--- config.mk ---
export PLATFORM = sky130hd
export DESIGN_NAME = lppq_front
export DESIGN_NICKNAME = d
export VERILOG_FILES = /design/src/lppq_pkg.sv /design/src/lppq_front.sv
export SDC_FILE = /design/constraint.sdc
export NUM_CORES = 1
export LEC_CHECK = 0
export ABC_CLOCK_PERIOD_IN_PS = 1800
export BUFFER_PORTS_ARGS = -buffer_cell sky130_fd_sc_hd__buf_2
export CORE_ASPECT_RATIO = 1.1
export CORE_MARGIN = 2
export CORE_UTILIZATION = 46
export DETAILED_ROUTE_END_ITERATION = 6
export GPL_ROUTABILITY_DRIVEN = 0
export PLACE_DENSITY = 0.84
export SLEW_MARGIN = 10
export SYNTH_ARGS = -nofsm -noshare
export SYNTH_HDL_FRONTEND = slang
export SYNTH_SLANG_ARGS = --single-unit
--- constraint.sdc ---
create_clock -name clk -period 1.8 [get_ports clk]
set_input_delay 0.09 -clock clk [delete_from_list [all_inputs] [get_ports clk]]
set_output_delay 0.09 -clock clk [all_outputs]
set_load 0.02 [all_outputs]
--- src/lppq_pkg.sv ---
// Shared types, sizes and address helpers for the length-prefixed packet queue.
// Used by every module under src except lppq_ram; depends on nothing.
`timescale 1ns / 1ps

package lppq_pkg;

    localparam int QUEUE_BYTES = 256;
    localparam int QUEUE_COUNT = 3;
    localparam int PW          = $clog2(QUEUE_BYTES);
    localparam int CW          = $clog2(QUEUE_BYTES + 1);
    localparam int RAM_DEPTH   = QUEUE_COUNT * QUEUE_BYTES;
    localparam int AW          = $clog2(RAM_DEPTH);
    localparam int FIFO_DEPTH  = 2;
    localparam int FIFO_PW     = $clog2(FIFO_DEPTH);
    localparam int FIFO_CW     = $clog2(FIFO_DEPTH + 1);

    localparam logic MODE_ENQ = 1'b0;
    localparam logic MODE_DEQ = 1'b1;

    typedef struct packed {
        logic       first;
        logic [7:0] dbyte;
        logic [7:0] plen;
        logic [1:0] qsel;
        logic       mode;
    } item_t;

    function automatic logic [AW-1:0] ram_addr(input logic [1:0] q, input logic [PW-1:0] pos);
        ram_addr = AW'(AW'(q) * AW'(QUEUE_BYTES)) + AW'(pos);
    endfunction

    // position modulo the queue size, valid for x below twice the size
    function automatic logic [PW-1:0] wrap_pos(input logic [CW:0] x);
        if (x >= (CW+1)'(QUEUE_BYTES))
            wrap_pos = PW'(x - (CW+1)'(QUEUE_BYTES));
        else
            wrap_pos = PW'(x);
    endfunction

endpackage

--- src/lppq_front.sv ---
// Front end: accepts input words, unpacks them and holds them in a short queue.
// Depends on lppq_pkg.
`timescale 1ns / 1ps

module lppq_front (
    input  logic                clk,
    input  logic                rst_n,
    input  logic                s_axis_tvalid,
    output logic                s_axis_tready,
    input  logic [15:0]         s_axis_tdata,  // packet_length, data_byte
    input  logic [3:0]          s_axis_tuser,  // mode, queue_select[1:0], byte_first
    output lppq_pkg::item_t     item,
    output logic                item_valid,
    input  logic                item_pop
);

    lppq_pkg::item_t                   slot_reg [lppq_pkg::FIFO_DEPTH];
    logic [lppq_pkg::FIFO_PW-1:0]      wr_reg;
    logic [lppq_pkg::FIFO_PW-1:0]      rd_reg;
    logic [lppq_pkg::FIFO_CW-1:0]      cnt_reg;
    lppq_pkg::item_t                   in_item;
    logic                              push;
    logic                              pop;

    assign in_item.mode  = s_axis_tuser[0];
    assign in_item.qsel  = s_axis_tuser[2:1];
    assign in_item.first = s_axis_tuser[3];
    assign in_item.plen  = s_axis_tdata[7:0];
    assign in_item.dbyte = s_axis_tdata[15:8];

    assign s_axis_tready = (cnt_reg != lppq_pkg::FIFO_CW'(lppq_pkg::FIFO_DEPTH));
    assign item_valid    = (cnt_reg != '0);
    assign item          = slot_reg[rd_reg];
    assign push          = s_axis_tvalid && s_axis_tready;
    assign pop           = item_pop && item_valid;

    always_ff @(posedge clk)
    begin
        if (push)
        begin
            slot_reg[wr_reg] <= in_item;
        end
    end

    always_ff @(posedge clk or negedge rst_n)
    begin
        if (!rst_n)
        begin
            wr_reg  <= '0;
            rd_reg  <= '0;
            cnt_reg <= '0;
        end
        else
        begin
            if (push)
            begin
                wr_reg <= (wr_reg == lppq_pkg::FIFO_PW'(lppq_pkg::FIFO_DEPTH - 1)) ?
                          '0 : wr_reg + 1'b1;
            end
            if (pop)
            begin
                rd_reg <= (rd_reg == lppq_pkg::FIFO_PW'(lppq_pkg::FIFO_DEPTH - 1)) ?
                          '0 : rd_reg + 1'b1;
            end
            if (push && !pop)
            begin
                cnt_reg <= cnt_reg + 1'b1;
            end
            else if (pop && !push)
            begin
                cnt_reg <= cnt_reg - 1'b1;
            end
        end
    end

endmodule

=== After elaboration in Yosys (flattened, before gate mapping) ===
Memories as Yosys holds them, arrays and structs flattened.
Cells that the tools add are included.

* Bits in registers: 4
* RAM bits: 40
* Input bits: 24
* Output and inout bits: 22
* Logic and storage cells: 23
* Memories kept: 1

{| class="wikitable"
|+ Memories
! memory !! words !! width !! rd ports !! clocked after memory_dff !! wr ports !! RTL line !! text
|-
| slot_reg || 2 || 20 || 1 || 0 || 1 || lppq_front.sv:17 || <nowiki>lppq_pkg::item_t slot_reg [lppq_pkg::FIFO_DEPTH];</nowiki>
|}

* $add $sub $neg: 4
* Equality and inequality tests: 1
* Multiplexer cells: 6
* Reductions and logical operators: 8

{| class="wikitable"
|+ Operators with widths
! cell !! number
|-
| $logic_and 1x1->1 || 4
|-
| $mux 1 || 4
|-
| $mux 2 || 2
|-
| $reduce_bool 2->1 || 2
|-
| $add 1x1->1 const B || 2
|-
| $add 2x1->2 const B || 1
|-
| $logic_not 1->1 || 2
|-
| $ne 2x2->1 const B || 1
|-
| $sub 2x1->2 const B || 1
|}

=== Depth between registers and ports, before layout ===
Gate-level depths: netlist of the first run.

* Depth in word-level cells: 6
* Gate-level depth with buffers: 7
* Gate-level depth less buffers: 7

=== Worst setup path before layout of the first run ===
No wires, ideal clock.

* Path kind: register -> register
* Start: register cnt_reg[0] (netlist bit)
* End: memory slot_reg[0][0] (netlist bit), enable pin
* Library setup time: 0.397 ns
* Arrival time: 1.541 ns
* Path slack: -0.138 ns
* Stages on the path, launching flop included: 4
* Buffers on the path: 0
* Period minus slack after synthesis: 1.938 ns
* Cells stage by stage: dfrtp_1 > nand2b_4 > nand2_1 > nor2_1

* Word-level cells in the longest chain between the ends: 4

{| class="wikitable"
|+ RTL lines
! element !! RTL line !! text
|-
| start, declared || lppq_front.sv:20 || <nowiki>logic [lppq_pkg::FIFO_CW-1:0] cnt_reg;</nowiki>
|-
| start signal, assigned || lppq_front.sv:67 || <nowiki>cnt_reg <= cnt_reg + 1'b1;</nowiki>
|-
| start signal, assigned || lppq_front.sv:71 || <nowiki>cnt_reg <= cnt_reg - 1'b1;</nowiki>
|-
| $ne 2x2->1 || lppq_front.sv:31 || <nowiki>assign s_axis_tready = (cnt_reg != lppq_pkg::FIFO_CW'(lppq_pkg::FIFO_DEPTH));</nowiki>
|-
| named net s_axis_tready || lppq_front.sv:9 || <nowiki>output logic s_axis_tready,</nowiki>
|-
| $logic_and 1x1->1 || lppq_front.sv:34 || <nowiki>assign push = s_axis_tvalid && s_axis_tready;</nowiki>
|-
| $mux 1 || lppq_front.sv:39 || <nowiki>if (push)</nowiki>
|-
| $mux 1 (implied by the code) || lppq_front.sv:41 || <nowiki>slot_reg[wr_reg] <= in_item;</nowiki>
|-
| end, declared || lppq_front.sv:17 ||
|}

The timed path passes the listed nets, and every way through them passes these cells.

==> results.cfg, run 1 <==
[grt]
grt_pass1_wl_mm = 4.084
grt_pass1_vias = 964
grt-ovfl-total = 0
grt_max_degree = 21
antenna_found_initial = 0
globalRouteTotalUtil = 0.1471

[die]
core-area_sq_um = 3413
initial_core_util = 0.4879
die_h_um = 67.11
die_w_um = 61.37
boundaryPins = 46
die-area_sq_um = 4118
core.rowCount = 22

[clock_network]
cts_tree = done
insertion_delay_ns = 0.35
numCtsBuffers = 5
htree_levels = 2
clockBufferDepth = 2
cts_root_buf = clkbuf_4
post_cts_buffers = 0
clkTransAtPathRegs_ns = 0.12
clock-sinks = 44

[routing]
routed_wl_mm = 2.834
first_pass_iters = 3
viasPerCell = 4.580
vias = 939
drtIter0Drc = 16
drtAntennaViolNets = 0
drc = 0
wl_per_cell_um = 13.82

[cells_and_area]
syn2layout_area_growth_pct = 35.99
layout-drive-gt1-share = 0.5096
fill_cells = 258
largest_reg_flops = 40
antennaDiodeCount = 0
fin_nets = 181

[setup_path]
arrival_ns = 1.48
crit_path_start_kind = flip-flop
cp_max_fo = 15
endpoint_kind = output port
worstPathRequired_ns = 1.71
setup.worst_path.class = flip-flop to output port

[yosys]
syn-cell-area_sq_um = 1665
postSynthAreaPerCell_sq_um = 20.82
synth_area_leaders = edfxtp_1 (72%), mux2_2 (14%), dfrtp_1 (6.0%)
syn_inst = 80
synth_top_area_cell = edfxtp_1
syn-num-nets = 105
synth_top_cell_area_share = 0.7213
synth_seq_area_share = 0.7814
ys_types = 14
synth_seq_cells = 44
yosys_warnings = 0

[sta]
finalHoldViolations = 0
relSlewSlack = 0.8228
fmax_ghz = 0.6385
worst_pin_slew_ns = 0.2658
period_share = 0.8702
fin_tns_setup_ns = 0
setup_violations = 0
clock_skew_ns = 0.009818
setup_ws_ns = 0.2337
rsz0062_at_grt = false
finalCriticalPeriod_ns = 1.566
drv_slew = 0

[power]
power_density_nw_per_um2 = 1496
cellLeakagePower_nw = 0.8902
power_w = 0.003388
irDropWorstVdd_v = 0.0008548

[flow_run]
drv_cap = 0

[placement]
dp_hpwl_mm = 1.801
place.port_buffers = 45
pre_cts_slack_ns = 0.3552

[run_status]
status = finished, final reports clean

[hold_path]
hp-class = input port to asynchronous set/reset pin
==> worst paths after layout <==
check                         startpoint         end  slack, ns  cells past startpoint
max                               rd_reg     item[6]       0.23                      3
min                                rst_n      rd_reg       0.06                      2
max reg2reg                   cnt_reg[0]  cnt_reg[1]       0.34                      7
min reg2reg                   cnt_reg[0]  cnt_reg[0]       0.55                      1
max in group asynchronous          rst_n      wr_reg       1.62                      2
min in group clk           s_axis_tvalid      wr_reg       0.09                      3
==> report_power, final <==
part	switching (W)	total (W)	internal (W)	leakage, nW
clock	0.000291	0.000583	0.000291	0.0422
combinational	0.000722	0.00131	0.000586	0.430
sequential	0.0000928	0.00150	0.00140	0.418
total	0.00111	0.00339	0.00228	0.890
==> placed cells by master, fill, tap and decap left out, drive strengths merged <==
cell / count
ha: 1
nor2: 2
bufinv: 1
clkbuf: 6
edfxtp: 40
clkinv: 1
xnor2: 3
mux2: 20
inv: 1
and3: 1
nand2: 2
buf: 49
dlygate4sd3: 22
or2: 1
xor2: 2
nand2b: 1
dfrtp: 4
==> stage by stage <==
stage | utilization | cells | hold WS (ns) | instance area (sq um)
CTS | 0.6635 | 205 | 0.04807 | 2265
floorplan | - | 80 | -0.2056 | 1668
finish | 0.6635 | 205 | 0.05865 | 2265
detailed placement | 0.5766 | 175 | -0.09955 | 1968
global route | 0.6635 | 205 | 0.04128 | 2265
global placement | 0.5766 | 175 | -0.1027 | 1968
==> cells in the mapped netlist, drive strengths merged <==
master	number
and3	1
nand2b	1
nor2	2
nand2	2
edfxtp	40
dfrtp	4
mux2	20
xor2	2
inv	1
or2	1
clkbuf	2
ha	1
xnor2	3
==> cell families after synthesis <==
kind of cell | count (synthesis) | synth area share
mux | 20 | 0.1352
xor+xnor | 5 | 0.02630
flops | 44 | 0.7814
buf+inv | 3 | 0.01878
fa+ha+maj | 1 | 0.007512
simple gates | 7 | 0.03080
==> what timing repair did <==
action / CTS / global route
hold buffers: 22 / 0
resized for setup: 0 / 0
hold endpoints to repair: 45 / 0
==> critical path, stage by stage (launching register included) <==
cell and delay (ns):
dfrtp_1 0.37, buf_4 0.23, mux2_2 0.36, buf_2 0.16
==> routing by layer <==
layer	up-vias	global-route usage	wire [um]
li1	454	-	-
met1	444	0.1365	1051
met2	36	0.2766	1583
met3	5	0.05437	159
met4	0	0.06383	40
met5	-	0	0
==> area by class of cell <==
type	count	area, sq um	share of cell area
clock inverter	2	35.03	0.01547
sequential	44	1301	0.5746
clock buffer	6	41.29	0.01823
multi-input combinational	33	335.3	0.1481
tap	48	60.06	0.02652
inverter	1	3.754	0.001657
timing repair buffer	71	488.0	0.2155
Power figures use the tool's default switching activity.
==> run 2: changes to the inputs <==
--- a/config.mk
+++ b/config.mk
@@ -7,12 +7,13 @@
 export LEC_CHECK = 0
 export ABC_CLOCK_PERIOD_IN_PS = 1800
 export BUFFER_PORTS_ARGS = -buffer_cell sky130_fd_sc_hd__buf_2
+export CAP_MARGIN = 20
 export CORE_ASPECT_RATIO = 1.1
 export CORE_MARGIN = 2
-export CORE_UTILIZATION = 46
+export CORE_UTILIZATION = 43
 export DETAILED_ROUTE_END_ITERATION = 6
 export GPL_ROUTABILITY_DRIVEN = 0
-export PLACE_DENSITY = 0.84
+export PLACE_DENSITY = 0.8
 export SLEW_MARGIN = 10
 export SYNTH_ARGS = -nofsm -noshare
 export SYNTH_HDL_FRONTEND = slang
==> run 2 against run 1 <==
Clock skew shrank 0.0019 ns. Via count shrank 1.8%. Design area grew 2.4%. First-iteration DRC count grew 63%. Total power grew 7.0%. Combinational power is essentially flat. Critical path depth is the same. Largest cell class unchanged.
==> results.cfg, run 2 (synthesis results as in run 1) <==
[sta]
period_share = 0.8644
setup_violations = 0
fmax_ghz = 0.6427
finalHoldViolations = 0
setup_ws_ns = 0.2440
rsz0062_at_grt = false
fin_tns_setup_ns = 0
finalCriticalPeriod_ns = 1.556
clock_skew_ns = 0.007931
relSlewSlack = 0.8252
drv_slew = 0
worst_pin_slew_ns = 0.2618
hold_ws_ns = 0.05876

[placement]
place_area_sq_um = 1988
place.port_buffers = 45
dp_hpwl_mm = 1.823
pre_cts_slack_ns = 0.3146

[cells_and_area]
fill_cells = 289
fin_area_sq_um = 2320
antennaDiodeCount = 0
multiInputGateArea_sq_um = 335.3
mostFrequentLayoutCells = buf_2 (45), edfxtp_1 (40), dlygate4sd3_1 (21)
layout_commonest_cell = buf_2
ff_latch_area_sq_um = 1301
fin_nets = 179
largest_reg_flops = 40
syn2layout_area_growth_pct = 39.29
layout-drive-gt1-share = 0.5161

[hold_path]
hp-class = input port to flip-flop
hp-start = item_pop
whs_path_depth = 3

[die]
die_w_um = 63.34
die-area_sq_um = 4387
core-area_sq_um = 3684
boundaryPins = 46
core.rowCount = 23
die_h_um = 69.27
initial_core_util = 0.4521

[grt]
grt_max_degree = 19
grt_pass1_wl_mm = 4.560
grt_pass1_vias = 1003
globalRouteTotalUtil = 0.1402
grt-ovfl-total = 0
antenna_found_initial = 0

[routing]
routed_wl_mm = 2.771
viasPerCell = 4.498
drtAntennaViolNets = 0
first_pass_iters = 4
drtIter0Drc = 26
drc = 0
vias = 922
wl_per_cell_um = 13.52

[clock_network]
cts_root_buf = clkbuf_8
insertion_delay_ns = 0.30
numCtsBuffers = 5
cts_tree = done
post_cts_buffers = 0
clockBufferDepth = 2
clock-sinks = 44
htree_levels = 2
clkTransAtPathRegs_ns = 0.08

[flow_run]
drv_cap = 0

[setup_path]
cp_max_fo = 18
arrival_ns = 1.47
cp-startpoint = rd_reg
r2r.worst_path.cells = 7
endpoint_kind = output port
setup.worst_path.class = flip-flop to output port
crit_path_start_kind = flip-flop
reg2reg_from = cnt_reg[0]
worstPathRequired_ns = 1.71

[power]
power_density_nw_per_um2 = 1563
cellLeakagePower_nw = 0.9084
irDropWorstVdd_v = 0.001142

[run_status]
status = finished, final reports clean
## run 2: cell count changes in the layout (fill, tap and decap cells not counted)
cell           before  now
clkinv_4            0    1
buf_4               3    0
clkinv_2            1    0
clkbuf_8            0    6
buf_12              1    3
clkbuf_4            5    0
dlygate4sd3_1      22   21
clkbuf_1            1    0
## run 2: layout make-up
class,instances,share of cell area
clock buffer,6,0.03560
clock inverter,2,0.01672
inverter,1,0.001618
multi-input combinational,33,0.1446
sequential,44,0.5610
tap,50,0.02697
timing repair buffer,69,0.2136
## run 2: worst paths after layout
path                       slack, ns    endpoint
setup / recovery                0.24    item[11]
hold / removal                  0.06      rd_reg
setup reg to reg                0.30  cnt_reg[1]
hold reg to reg                 0.54      wr_reg
max in group asynchronous       1.56      rd_reg
min in group asynchronous       0.11      wr_reg
## run 2: stage by stage
step                      instances  utilization  power [W]
after floorplan                  80            -   0.002431
after global routing            205       0.6298   0.003806
after detailed placement        176       0.5397   0.002859
after CTS                       205       0.6298   0.003680
final                           205       0.6298   0.003626
after global placement          176       0.5397   0.002805
## run 2: timing repair
action	4_1_cts	5_1_grt
resized for setup	0	0
setup endpoints to repair	0	0
hold buffers	21	0
endpoints found under the hold margin	44	0
## run 2: worst max-delay path, cell delays in order, from the launching register on
cell and delay, ns:
dfrtp_1 0.46, buf_12 0.20, mux2_2 0.35, buf_2 0.16
## run 2: layer usage
layer,vias to the layer above,part of all wire,GRT usage
met5,-,0,0
met1,437,0.40,0.1530
li1,450,-,-
met2,29,0.53,0.2386
met3,6,0.062,0.05357
met4,0,0.015,0.06522
## run 2: power breakdown
group	internal, W	leakage, nW	total, W	switching, W
Combinational	0.000617	0.429	0.00133	0.000715
Sequential	0.00141	0.418	0.00152	0.000110
Clock	0.000453	0.0614	0.000778	0.000325
Total	0.00248	0.908	0.00363	0.00115
